$ cat src/hdl/cst_pkg.sv
// Package: shared types and constants of the C subset tokenizer.
package cst_pkg;

    localparam int PositionWidthDef = 32;
    localparam int KeywordBytesDef  = 8;

    typedef enum logic [4:0] {
        M_IDLE, M_IDENT, M_DEC, M_ZERO, M_HEX0, M_HEX, M_OCT, M_SLASH,
        M_LINE, M_BLOCK, M_BSTAR, M_BANG, M_EQ, M_LT, M_GT, M_AMP, M_PIPE
    } t_mode;

    localparam logic [5:0] K_CONST    = 6'd0;
    localparam logic [5:0] K_INT      = 6'd1;
    localparam logic [5:0] K_VOID     = 6'd2;
    localparam logic [5:0] K_IF       = 6'd3;
    localparam logic [5:0] K_ELSE     = 6'd4;
    localparam logic [5:0] K_WHILE    = 6'd5;
    localparam logic [5:0] K_BREAK    = 6'd6;
    localparam logic [5:0] K_CONTINUE = 6'd7;
    localparam logic [5:0] K_RETURN   = 6'd8;
    localparam logic [5:0] K_PLUS     = 6'd9;
    localparam logic [5:0] K_MINUS    = 6'd10;
    localparam logic [5:0] K_MUL      = 6'd11;
    localparam logic [5:0] K_DIV      = 6'd12;
    localparam logic [5:0] K_MOD      = 6'd13;
    localparam logic [5:0] K_LBRACE   = 6'd14;
    localparam logic [5:0] K_RBRACE   = 6'd15;
    localparam logic [5:0] K_LBRACKET = 6'd16;
    localparam logic [5:0] K_RBRACKET = 6'd17;
    localparam logic [5:0] K_LPAREN   = 6'd18;
    localparam logic [5:0] K_RPAREN   = 6'd19;
    localparam logic [5:0] K_COMMA    = 6'd20;
    localparam logic [5:0] K_SEMI     = 6'd21;
    localparam logic [5:0] K_ANDAND   = 6'd22;
    localparam logic [5:0] K_OROR     = 6'd23;
    localparam logic [5:0] K_NOT      = 6'd24;
    localparam logic [5:0] K_NE       = 6'd25;
    localparam logic [5:0] K_ASSIGN   = 6'd26;
    localparam logic [5:0] K_EQEQ     = 6'd27;
    localparam logic [5:0] K_LT       = 6'd28;
    localparam logic [5:0] K_LE       = 6'd29;
    localparam logic [5:0] K_GT       = 6'd30;
    localparam logic [5:0] K_GE       = 6'd31;
    localparam logic [5:0] K_NUMBER   = 6'd32;
    localparam logic [5:0] K_IDENT    = 6'd33;
    localparam logic [5:0] K_ERROR    = 6'd34;
    localparam logic [5:0] K_END      = 6'd35;

    localparam logic [1:0] E_NONE  = 2'd0;
    localparam logic [1:0] E_BLOCK = 2'd1;
    localparam logic [1:0] E_HEX   = 2'd2;
    localparam logic [1:0] E_CHAR  = 2'd3;

    // One token as it leaves the scanner; the back end queues it for output.
    typedef struct packed {
        logic [5:0]  kind;
        logic [31:0] value;
        logic [31:0] start;
        logic [31:0] length;
        logic [31:0] line;
        logic [1:0]  cause;
        logic        eot;
    } t_tok;

    // Keyword kind for a packed prefix and length, identifier otherwise.
    function automatic logic [5:0] word_kind(input logic [63:0] w, input logic [31:0] n);
        logic [5:0] k;
        k = K_IDENT;
        if (n == 32'd5 && w == 64'h636F6E7374) k = K_CONST;
        if (n == 32'd3 && w == 64'h696E74) k = K_INT;
        if (n == 32'd4 && w == 64'h766F6964) k = K_VOID;
        if (n == 32'd2 && w == 64'h6966) k = K_IF;
        if (n == 32'd4 && w == 64'h656C7365) k = K_ELSE;
        if (n == 32'd5 && w == 64'h7768696C65) k = K_WHILE;
        if (n == 32'd5 && w == 64'h627265616B) k = K_BREAK;
        if (n == 32'd8 && w == 64'h636F6E74696E7565) k = K_CONTINUE;
        if (n == 32'd6 && w == 64'h72657475726E) k = K_RETURN;
        return k;
    endfunction

    function automatic logic [3:0] hex_val(input logic [7:0] c);
        logic [3:0] h;
        h = 4'd0;
        if (c >= 8'h30 && c <= 8'h39) h = 4'(c - 8'h30);
        else if (c >= 8'h61 && c <= 8'h66) h = 4'(c - 8'h57);
        else if (c >= 8'h41 && c <= 8'h46) h = 4'(c - 8'h37);
        return h;
    endfunction

    function automatic logic is_hex(input logic [7:0] c);
        return (c >= 8'h30 && c <= 8'h39) || (c >= 8'h61 && c <= 8'h66) ||
               (c >= 8'h41 && c <= 8'h46);
    endfunction

    function automatic logic is_digit(input logic [7:0] c);
        return c >= 8'h30 && c <= 8'h39;
    endfunction

    function automatic logic is_alpha(input logic [7:0] c);
        return (c >= 8'h61 && c <= 8'h7A) || (c >= 8'h41 && c <= 8'h5A) || c == 8'h5F;
    endfunction

endpackage

$ cat src/hdl/cst_front.sv
// Front end: scanner state machine that turns bytes into up to three tokens.
module cst_front
    import cst_pkg::*;
#(
    parameter int PositionWidth = PositionWidthDef,
    parameter int KeywordBytes  = KeywordBytesDef
) (
    input  logic        i_clk,
    input  logic        i_rst_n,
    input  logic        i_valid,
    output logic        o_ready,
    input  logic [7:0]  i_byte,
    input  logic        i_last,
    output logic [1:0]  o_count,
    output t_tok        o_tok [3],
    input  logic        i_room
);

    localparam int PW = PositionWidth;

    t_mode            r_mode, n_mode;
    logic [31:0]      r_acc, n_acc;
    logic [63:0]      r_word, n_word;
    logic [31:0]      r_wlen, n_wlen;
    logic [PW-1:0]    r_orig, n_orig;
    logic [PW-1:0]    r_pos, n_pos;
    logic [31:0]      r_line, n_line;

    logic             go;
    logic             consumed;
    logic [PW-1:0]    here, nxt;
    logic [1:0]       cnt;
    t_tok             tk [3];
    t_tok             t_new;
    logic             have_new;
    logic [7:0]       c;

    assign o_ready = i_room;
    assign go      = i_valid & i_room;
    assign here    = r_pos;
    assign nxt     = r_pos + PW'(1);
    assign c       = i_byte;
    assign o_count = cnt;
    assign o_tok   = tk;

    function automatic t_tok mk(input logic [5:0] k, input logic [31:0] v,
                                input logic [PW-1:0] s, input logic [PW-1:0] l,
                                input logic [31:0] ln, input logic [1:0] e,
                                input logic eo);
        t_tok t;
        t.kind   = k;
        t.value  = v;
        t.start  = 32'(s);
        t.length = 32'(l);
        t.line   = ln;
        t.cause  = e;
        t.eot    = eo;
        return t;
    endfunction

    // Token held by a pending mode, flushed with end offset e.
    function automatic logic flush_tok(input t_mode m, input logic [31:0] acc,
                                       input logic [63:0] w, input logic [31:0] wl,
                                       input logic [PW-1:0] o, input logic [PW-1:0] e,
                                       input logic [31:0] ln, output t_tok t);
        logic [PW-1:0] l;
        logic          v;
        l = e - o;
        v = 1'b1;
        t = mk(K_ERROR, 32'd0, o, l, ln, E_NONE, 1'b0);
        case (m)
            M_IDENT: t.kind = word_kind(w, wl);
            M_DEC, M_HEX, M_OCT: begin
                t.kind = K_NUMBER;
                t.value = acc;
            end
            M_ZERO: t.kind = K_NUMBER;
            M_HEX0: t.cause = E_HEX;
            M_SLASH: t.kind = K_DIV;
            M_BLOCK, M_BSTAR: t.cause = E_BLOCK;
            M_BANG: t.kind = K_NOT;
            M_EQ: t.kind = K_ASSIGN;
            M_LT: t.kind = K_LT;
            M_GT: t.kind = K_GT;
            M_AMP, M_PIPE: t.cause = E_CHAR;
            default: v = 1'b0;
        endcase
        return v;
    endfunction

    always_comb begin
        t_tok   ft;
        logic   fv;
        t_tok   lst [3];
        logic [1:0] n;
        n_mode = r_mode; n_acc = r_acc; n_word = r_word; n_wlen = r_wlen;
        n_orig = r_orig; n_pos = r_pos; n_line = r_line;
        consumed = 1'b1;
        have_new = 1'b0;
        t_new = mk(K_END, 32'd0, here, '0, r_line, E_NONE, 1'b0);
        n = 2'd0;
        lst[0] = t_new; lst[1] = t_new; lst[2] = t_new;
        ft = t_new;
        fv = 1'b0;
        // Extend the pending token.
        case (r_mode)
            M_IDENT: begin
                consumed = is_alpha(c) | is_digit(c);
                if (consumed) begin
                    if (r_wlen < 32'(KeywordBytes)) n_word = {r_word[55:0], c};
                    if (r_wlen != 32'hFFFF_FFFF) n_wlen = r_wlen + 32'd1;
                end
            end
            M_DEC: begin
                consumed = is_digit(c);
                if (consumed) n_acc = (r_acc << 3) + (r_acc << 1) + 32'(c - 8'h30);
            end
            M_ZERO: begin
                if (c == 8'h78 || c == 8'h58) n_mode = M_HEX0;
                else if (c >= 8'h30 && c <= 8'h37) begin
                    n_mode = M_OCT;
                    n_acc = 32'(c - 8'h30);
                end else consumed = 1'b0;
            end
            M_HEX0, M_HEX: begin
                consumed = is_hex(c);
                if (consumed) begin
                    n_acc = (r_mode == M_HEX0 ? 32'd0 : r_acc << 4) + 32'(hex_val(c));
                    n_mode = M_HEX;
                end
            end
            M_OCT: begin
                consumed = c >= 8'h30 && c <= 8'h37;
                if (consumed) n_acc = (r_acc << 3) + 32'(c - 8'h30);
            end
            M_SLASH: begin
                if (c == 8'h2F) n_mode = M_LINE;
                else if (c == 8'h2A) n_mode = M_BLOCK;
                else consumed = 1'b0;
            end
            M_LINE: begin
                consumed = c != 8'h0A;
            end
            M_BLOCK, M_BSTAR: begin
                if (c == 8'h2F && r_mode == M_BSTAR) n_mode = M_IDLE;
                else if (c == 8'h2A) n_mode = M_BSTAR;
                else begin
                    if (c == 8'h0A) n_line = r_line + 32'd1;
                    n_mode = M_BLOCK;
                end
            end
            M_BANG, M_EQ, M_LT, M_GT: begin
                consumed = c == 8'h3D;
                if (consumed) begin
                    have_new = 1'b1;
                    t_new = mk(r_mode == M_BANG ? K_NE : r_mode == M_EQ ? K_EQEQ :
                               r_mode == M_LT ? K_LE : K_GE, 32'd0, r_orig,
                               nxt - r_orig, r_line, E_NONE, 1'b0);
                    n_mode = M_IDLE;
                end
            end
            M_AMP, M_PIPE: begin
                consumed = c == (r_mode == M_AMP ? 8'h26 : 8'h7C);
                if (consumed) begin
                    have_new = 1'b1;
                    t_new = mk(r_mode == M_AMP ? K_ANDAND : K_OROR, 32'd0, r_orig,
                               nxt - r_orig, r_line, E_NONE, 1'b0);
                    n_mode = M_IDLE;
                end
            end
            default: consumed = 1'b0;
        endcase
        if (!consumed) begin
            fv = flush_tok(r_mode, r_acc, r_word, r_wlen, r_orig, here, r_line, ft);
            if (fv) begin
                lst[n] = ft;
                n = n + 2'd1;
            end
            n_mode = M_IDLE;
            n_orig = here;
            t_new = mk(K_PLUS, 32'd0, here, PW'(1), r_line, E_NONE, 1'b0);
            case (c)
                8'h20, 8'h09, 8'h0D: ;
                8'h0A: n_line = r_line + 32'd1;
                8'h2F: n_mode = M_SLASH;
                8'h30: begin
                    n_mode = M_ZERO;
                    n_acc = 32'd0;
                end
                8'h2B: have_new = 1'b1;
                8'h2D: begin have_new = 1'b1; t_new.kind = K_MINUS; end
                8'h2A: begin have_new = 1'b1; t_new.kind = K_MUL; end
                8'h25: begin have_new = 1'b1; t_new.kind = K_MOD; end
                8'h7B: begin have_new = 1'b1; t_new.kind = K_LBRACE; end
                8'h7D: begin have_new = 1'b1; t_new.kind = K_RBRACE; end
                8'h5B: begin have_new = 1'b1; t_new.kind = K_LBRACKET; end
                8'h5D: begin have_new = 1'b1; t_new.kind = K_RBRACKET; end
                8'h28: begin have_new = 1'b1; t_new.kind = K_LPAREN; end
                8'h29: begin have_new = 1'b1; t_new.kind = K_RPAREN; end
                8'h2C: begin have_new = 1'b1; t_new.kind = K_COMMA; end
                8'h3B: begin have_new = 1'b1; t_new.kind = K_SEMI; end
                8'h21: n_mode = M_BANG;
                8'h3D: n_mode = M_EQ;
                8'h3C: n_mode = M_LT;
                8'h3E: n_mode = M_GT;
                8'h26: n_mode = M_AMP;
                8'h7C: n_mode = M_PIPE;
                default: begin
                    if (is_digit(c)) begin
                        n_mode = M_DEC;
                        n_acc = 32'(c - 8'h30);
                    end else if (is_alpha(c)) begin
                        n_mode = M_IDENT;
                        n_word = {56'd0, c};
                        n_wlen = 32'd1;
                    end else begin
                        have_new = 1'b1;
                        t_new.kind = K_ERROR;
                        t_new.cause = E_CHAR;
                    end
                end
            endcase
        end
        if (have_new) begin
            lst[n] = t_new;
            n = n + 2'd1;
        end
        n_pos = nxt;
        if (i_last) begin
            fv = flush_tok(n_mode, n_acc, n_word, n_wlen, n_orig, nxt, n_line, ft);
            if (fv) begin
                lst[n] = ft;
                n = n + 2'd1;
            end
            lst[n] = mk(K_END, 32'd0, nxt, '0, n_line, E_NONE, 1'b1);
            n = n + 2'd1;
            n_mode = M_IDLE; n_acc = '0; n_word = '0; n_wlen = '0;
            n_orig = '0; n_pos = '0; n_line = 32'd1;
        end
        tk = lst;
        cnt = go ? n : 2'd0;
    end

    always_ff @(posedge i_clk) begin
        if (!i_rst_n) begin
            r_mode <= M_IDLE;
            r_acc  <= '0;
            r_word <= '0;
            r_wlen <= '0;
            r_orig <= '0;
            r_pos  <= '0;
            r_line <= 32'd1;
        end else if (go) begin
            r_mode <= n_mode;
            r_acc  <= n_acc;
            r_word <= n_word;
            r_wlen <= n_wlen;
            r_orig <= n_orig;
            r_pos  <= n_pos;
            r_line <= n_line;
        end
    end

endmodule

$ cat src/hdl/cst_back.sv
// Back end: token queue that writes up to three tokens a cycle and drains one while ready.
module cst_back
    import cst_pkg::*;
(
    input  logic        i_clk,
    input  logic        i_rst_n,
    input  logic [1:0]  i_count,
    input  t_tok        i_tok [3],
    output logic        o_room,
    output logic        o_valid,
    input  logic        i_ready,
    output t_tok        o_tok
);

    localparam int Depth = 8;

    t_tok        r_q [Depth];
    logic [2:0]  r_wp, n_wp;
    logic [2:0]  r_rp, n_rp;
    logic [3:0]  r_cnt, n_cnt;
    logic        pop;

    assign o_valid = r_cnt != 4'd0;
    assign o_tok   = r_q[r_rp];
    assign pop     = o_valid & i_ready;
    // Room for a worst case of three tokens.
    assign o_room  = r_cnt <= 4'(Depth - 3);

    always_comb begin
        n_wp  = r_wp + 3'(i_count);
        n_rp  = r_rp + 3'(pop);
        n_cnt = r_cnt + 4'(i_count) - 4'(pop);
    end

    always_ff @(posedge i_clk) begin
        if (i_count > 2'd0) r_q[r_wp] <= i_tok[0];
        if (i_count > 2'd1) r_q[r_wp + 3'd1] <= i_tok[1];
        if (i_count > 2'd2) r_q[r_wp + 3'd2] <= i_tok[2];
    end

    always_ff @(posedge i_clk) begin
        if (!i_rst_n) begin
            r_wp  <= '0;
            r_rp  <= '0;
            r_cnt <= '0;
        end else begin
            r_wp  <= n_wp;
            r_rp  <= n_rp;
            r_cnt <= n_cnt;
        end
    end

endmodule

$ cat src/hdl/c_subset_tokenizer_core.sv
// Top level of the C subset tokenizer: scanner front end and token queue.
//
//  channel   | direction | payload
//  s_axis    | in        | tdata = text_byte; tlast = is_last_byte
//  m_axis    | out       | tdata = value, start, length, line; tuser = kind, cause;
//            |           | tlast = end_of_text
//
// One byte is taken every cycle while the token queue has room for three
// more tokens; a byte yields at most three tokens, which the queue hands
// out one per cycle while the sink is ready. A token is queued with the
// byte that ends it. A stalled output only holds the input back once the
// queue has fewer than three free entries. Reset is synchronous and active
// low; it empties the queue and puts the scanner at offset 0, line 1.
module c_subset_tokenizer_core
    import cst_pkg::*;
#(
    parameter int POSITION_WIDTH = PositionWidthDef,
    parameter int KEYWORD_BYTES  = KeywordBytesDef
) (
    input  logic         i_clk,
    input  logic         i_rst_n,
    input  logic         s_axis_tvalid,
    output logic         s_axis_tready,
    input  logic [7:0]   s_axis_tdata,   // text_byte [7:0]
    input  logic         s_axis_tlast,
    output logic         m_axis_tvalid,
    input  logic         m_axis_tready,
    // number_value [31:0], token_start [63:32], token_length [95:64],
    // line_number [127:96]
    output logic [127:0] m_axis_tdata,
    // token_kind [5:0], error_cause [7:6]
    output logic [7:0]   m_axis_tuser,
    output logic         m_axis_tlast
);

    logic [1:0] cnt;
    t_tok       toks [3];
    logic       room;
    t_tok       head;

    cst_front #(
        .PositionWidth(POSITION_WIDTH),
        .KeywordBytes (KEYWORD_BYTES)
    ) u_front (
        .i_clk   (i_clk),
        .i_rst_n (i_rst_n),
        .i_valid (s_axis_tvalid),
        .o_ready (s_axis_tready),
        .i_byte  (s_axis_tdata),
        .i_last  (s_axis_tlast),
        .o_count (cnt),
        .o_tok   (toks),
        .i_room  (room)
    );

    cst_back u_back (
        .i_clk   (i_clk),
        .i_rst_n (i_rst_n),
        .i_count (cnt),
        .i_tok   (toks),
        .o_room  (room),
        .o_valid (m_axis_tvalid),
        .i_ready (m_axis_tready),
        .o_tok   (head)
    );

    assign m_axis_tdata = {head.line, head.length, head.start, head.value};
    assign m_axis_tuser = {head.cause, head.kind};
    assign m_axis_tlast = head.eot;

endmodule
$ cat config.mk
export PLATFORM = sky130hd
export DESIGN_NAME = c_subset_tokenizer_core
export DESIGN_NICKNAME = d
export VERILOG_FILES = /design/src/hdl/cst_pkg.sv /design/src/hdl/cst_front.sv /design/src/hdl/cst_back.sv /design/src/hdl/c_subset_tokenizer_core.sv
export SDC_FILE = /design/constraint.sdc
export NUM_CORES = 2
export LEC_CHECK = 0
export ABC_CLOCK_PERIOD_IN_PS = 54500
export BUFFER_PORTS_ARGS = -buffer_cell sky130_fd_sc_hd__buf_2
export CORE_MARGIN = 2
export CORE_UTILIZATION = 29
export CTS_BUF_LIST = sky130_fd_sc_hd__clkbuf_4
export DETAILED_ROUTE_END_ITERATION = 10
export HOLD_SLACK_MARGIN = 0.12
export PLACE_DENSITY = 0.42
export REMOVE_ABC_BUFFERS = 1
export SYNTH_ARGS = -nofsm -noshare
export SYNTH_HDL_FRONTEND = slang
export SYNTH_SLANG_ARGS = --single-unit
$ cat constraint.sdc
create_clock -name i_clk -period 54.5 [get_ports i_clk]
set_clock_uncertainty 0.1 [all_clocks]
set_input_delay 10.9 -clock i_clk [delete_from_list [all_inputs] [get_ports i_clk]]
set_output_delay 10.9 -clock i_clk [all_outputs]
set_load 0.1 [all_outputs]
# ---- Word-level counts from Yosys, hierarchy flattened
# Memory sizes are Yosys's and may differ from the RTL's. A register that Yosys moved wholly into a read port is not among the register bits.
# Index checks and enable logic that the tools add are counted.
dict set report word_totals {
  ff_bits 239
  mem_bits_rw 1096
  input_bits 13
  out_inout_bits 139
  memories 1
}
dict set report op_classes {
  n_addsub 23
  n_lt_le_gt_ge 20
  n_eq_ne 91
  n_mux 144
  bitwise 6
  reduce_logical 52
}
# name words word_bits rd rd_clocked_by_memory_dff write_ports line_no
set mem_list {}
lappend mem_list {u_back.r_q 8 137 1 1 3 cst_back.sv:17} ;# t_tok r_q [Depth];
# op count
set ops {}
lappend ops {{$mux W411} 4}
lappend ops {{$bwmux W411} 3}
lappend ops {{$mux W137} 8}
lappend ops {{$mux W32} 30}
lappend ops {{$demux W137 S2} 3}
lappend ops {{$mux W64} 8}
lappend ops {{$eq A64 B39 Y1 const B} 6}
lappend ops {{$pmux W137 S2} 1}
lappend ops {{$eq A64 B31 Y1 const B} 4}
lappend ops {{$eq A32 B3 Y1 const B} 6}
lappend ops {{$mux W6} 23}
lappend ops {{$eq A32 B2 Y1 const B} 4}
lappend ops {{$eq A64 B15 Y1 const B} 2}
lappend ops {{$eq A64 B23 Y1 const B} 2}
lappend ops {{$eq A64 B47 Y1 const B} 2}
lappend ops {{$eq A64 B63 Y1 const B} 2}
lappend ops {{$eq A8 B6 Y1 const B} 16}
lappend ops {{$pmux W32 S4} 1}
lappend ops {{$add A32 B1 Y32 const B} 3}
lappend ops {{$add A32 B32 Y32} 3}
lappend ops {{$sub A32 B32 Y32} 3}
lappend ops {{$pmux W6 S7} 2}
lappend ops {{$eq A5 B4 Y1 const B} 15}
lappend ops {{$pmux W6 S12} 1}
lappend ops {{58 further kinds} 184}

# ---- Depth between registers and ports, before layout
dict set report logic_depth {
  depth_word 29
  mapped_depth 32
}

# ---- Cells and area by module
# A second synthesis with hierarchy kept.
dict set report unflattened {
  cells_unflattened 12218
  hier_area_um2 104631.6
}
# mod n_inst cells_each area_each_um2 seq_area_each_um2
set by_module_without_submodules {}
lappend by_module_without_submodules {cst_back 1 7663 73823.3 33111.8}
lappend by_module_without_submodules {cst_front 1 4555 30808.3 4584.4}

# ---- Least setup slack after synthesis
# OpenSTA, ideal clock, no wires.
dict set report synth_timing {
  kind {input to register}
  start {input port s_axis_tdata[1]}
  end {memory u_back.r_q[0][0] (netlist bit) (enable)}
  arrival_time_ns 25.606
  required_time_ns 53.564
  slack_ns 27.959
  cell_stages 22
  cell_sequence {clkbuf_1 > inv_1 > ha_1 > or4b_4 > a311oi_4 > o21a_1 > a31oi_2 > nor3_2 > buf_2 > nand2_1 > clkinv_1 > clkbuf_1 > ha_1 > inv_1 > a31oi_1 > or2_2 > ha_1 > nand2_1 > o21ai_0 > nor2_1 > o21ai_0 > o31ai_1}
}
# element line_no
set synth_rtl {}
lappend synth_rtl {{start, declared} c_subset_tokenizer_core.sv:24} ;# input logic [7:0] s_axis_tdata,
lappend synth_rtl {{end, declared} cst_back.sv:17}

==> results.md <==
* Status: complete, no violations
* Setup Fix Bufs, Post-CTS at 0
* Total grt overflow at 0
* Ratio of cells with drive above 1 in the final layout at 18.1%
* Largest net degree at the start of global routing at 107
* Comb power frac at 40.0%
* Non-filler instance count after layout at 12700
* Post-DP HPWL at 247000 µm
* Sequential Power Share at 33.6%
* Post-DP Area at 90900 µm²
* Final number of setup-violating endpoints at 0
* FFs w/ async S/R, synth at 0%
* VDD IR max at 0.0411 mV
* Num CTS Buffers at 397
* CP Class: input port to register
* Die H at 548 µm
* Slew @ Worst Pin at 1370 ps
* Sw power at 1750 µW
* Switching Fraction at 44.7%
* Worst-skew pair later-pin latency at 1330 ps
* Period utilization at 39.0%
* Final wirelength at 403000 µm
* Final net count at 8705
* Routed via count at 78400
* Lkg Pwr at 0.0307 µW
* Slew Viols, Final at 0
* Worst setup EP type: register
* Synth Warn # at 0
* Fraction of synthesized area in multiplexers at 9.31%
* CTS tree: yes
* Initial core utilization at 29.2%
* Internal at 2160 µW
* Core area at 294000 µm²
* GRT Util Overall at 25.9%
* RSZ-0062 raised after global routing: false
* Worst Setup Start Kind: input port
* Worst Hold Slack at 390 ps
* Sequential-to-total area share from yosys stat at 43.9%
* Port bufs at 151
* Hold Vio Cnt, Final at 0
* Main combinational cell family by area after synthesis: compound AO/OA/AOI/OAI gates
* Ys flop type: edfxtp_1
* Synth Instances at 8456
* Worst Path Arrival at 21940 ps
* Distinct cell type count after synthesis at 115
* Max-cap violations at 0
* Xor/xnor share of the synthesized area at 2.73%
* Top cells by area, synth: edfxtp_1 (38%), mux4_2 (7.2%), o221ai_1 (5.7%)
* Synth Area in Adders at 3.53%
* Max_slew headroom at 8.90%
* CP top delay family: buffers and inverters
* Worst-path cell with the longest stage delay: clkinv_1
* Synthesized area per cell at 10.1 µm²
* Clock slew at reported path FFs at 60 ps
* Die ar. at 300000 µm²
* Iter 0 DRT Violations at 9647
* Buf/Inv on CP at 10
* Max incr delay on CP at 920 ps
* Crit Path Max Fanout at 45
* Synth top area share at 38.4%
* Pre-antenna DRT Iters at 8
* FMAX at 47.1 MHz
* Vias per cell at 6.17
* Simple-gate area share of the yosys netlist at 14.0%
* Detailed-route wire length per cell at 31.7 µm
* Most frequent cell after synthesis: nand2_1
* Placed cell count at 12000
* Min Tclk post-route at 21240 ps
* HP Class: register to register
* Antenna viol nets, final at 0
* First-pass GRT wire length at 572000 µm
* Flops & latches, synth at 1335
* Post-synth top area cell: edfxtp_1
* Clock tree buffer depth at 4
* Antenna violations before repair at 18
* Number of synthesized flops with an enable pin at 1096
* Critical Path RT at 55190 ps
* DR DRC count at 0
* Clock root cell: clkbuf_4
* CTS sink count at 1335
* Clock share of power at 26.4%
* Post-CTS Hold Fix Bufs at 0
* Post-synthesis compound-gate area fraction at 22.5%
* Gpl congestion at 0.900
* Post-cts resize count at 0
* Row count at 199
* Synth-to-Final Area Change at 12.1%
* Worst path most repeated cell: buf_4
* Cell Area, Synth at 85800 µm²
* Setup TNS at 0 ps
* H-tree lvl count at 5
* PwrDens at 40.6 nW/µm²
* Vias in the first global route at 76300
* Synth top cells by count: nand2_1 (1116), edfxtp_1 (1096), clkbuf_1 (564), o221ai_1 (554), nor2_1 (505)
* Design area at 96100 µm²
* Die X at 548 µm
* Ports at 152
## metrics by stage
stage               total power, µW  util, %  setup WS, ps
floorplan                      2520        -         24500
global placement               2890     30.9         32520
detailed placement             2890     30.9         32340
CTS                            3930     32.7         33680
global route                   4030     32.7         32920
finish                         3910     32.7         33260
## final cells by class
class	count	area (µm²)
multi-input combinational	6239	45300
sequential	1335	37700
tap	3919	4900
clock buffer	610	4580
fill	30000	198000
clock inverter	106	649
inverter	146	548
timing repair buffer	352	2370
antenna	9	22.5
## worst register-to-register path, cell delays in order, from the launching register on
cell	delay [ps]
dfxtp_1	840
nand2b_1	350
a2111oi_4	410
buf_4	320
nor2_1	110
nand4_1	280
nor3_4	60
buf_4	320
nand2_1	140
buf_4	430
clkinv_1	940
ha_1	730
inv_1	130
a31oi_1	570
or2_2	260
ha_2	270
nand2_1	60
o21ai_0	140
nor2_1	390
clkinv_1	380
nor2_1	530
nand3_4	610
buf_4	650
o21ai_4	170
buf_4	810
buf_4	880
## final timing paths
check	from	to	slack (ps)	depth (start not counted)
worst max-delay path	s_axis_tdata[1]	u_back.r_q[6][114]$_DFFE_PP_	33260	27
worst min-delay path	u_front.r_orig[9]$_SDFFE_PN0P_	u_front.r_orig[9]$_SDFFE_PN0P_	390	2
worst max register to register	u_front.r_mode[1]$_SDFFE_PN0P_	u_back.r_q[6][114]$_DFFE_PP_	43140	25
worst min register to register	u_front.r_orig[9]$_SDFFE_PN0P_	u_front.r_orig[9]$_SDFFE_PN0P_	390	2
## cell usage in the layout, fill, tap and decap left out, drive strengths merged, types with 31 or more instances in the layout
cell,n
inv,151
o31ai,31
edfxtp,1096
nor2b,167
dfxtp,239
o21ai,429
o22a,69
and3,85
a21o,59
nor2,506
o221ai,554
buf,352
a22oi,194
a21boi,40
or3,41
xor2,115
mux2,147
a21oi,477
fa,35
nand2,1116
clkinv,91
o211ai,36
clkbuf,610
ha,186
nand3,124
nor4,46
and2,73
a31oi,40
a221o,50
nand4,59
o22ai,399
mux4,274
xnor2,151
nor3,154
o21a,41
o32ai,32
nand2b,69
## sequential cells by signal, summed over array words and instances (netlist names), 4 cells and up
register,flops
u_front.r_word,64
u_front.r_mode,5
u_back.r_q,1096
u_front.here,32
u_front.r_orig,32
u_back.r_cnt,4
u_front.r_wlen,32
u_front.r_line,32
u_front.r_acc,32
## power by group through the flow
stage          logic (µW)  registers [µW]  clock network (µW)
2_1_floorplan        1110            1410                   0
3_3_place_gp         1560            1330                   0
3_5_place_dp         1560            1330                   0
4_1_cts              1560            1310                1050
5_1_grt              1610            1320                1100
6_report             1560            1310                1030
## layer usage
metal | global-route usage, % | share of wire (%) | vias up
met5 | 0 | 0.013 | -
met4 | 10.1 | 4.0 | 8
met3 | 4.85 | 8.7 | 853
met2 | 41.8 | 46 | 4393
met1 | 34.1 | 41 | 39600
li1 | - | - | 33500
## cells by family (layout without fill, tap and decap cells)
family	count (synthesis)	after routing
other	0	9
buffers and inverters	882	1214
xor gates and xnor gates	266	266
adders and majority gates	221	221
DFF	1335	1335
AOI/OAI and AO/OA	2741	2741
muxes	437	437
and+or+nand+nor	2574	2574
No activity file was read; power rests on OpenSTA's default activity.
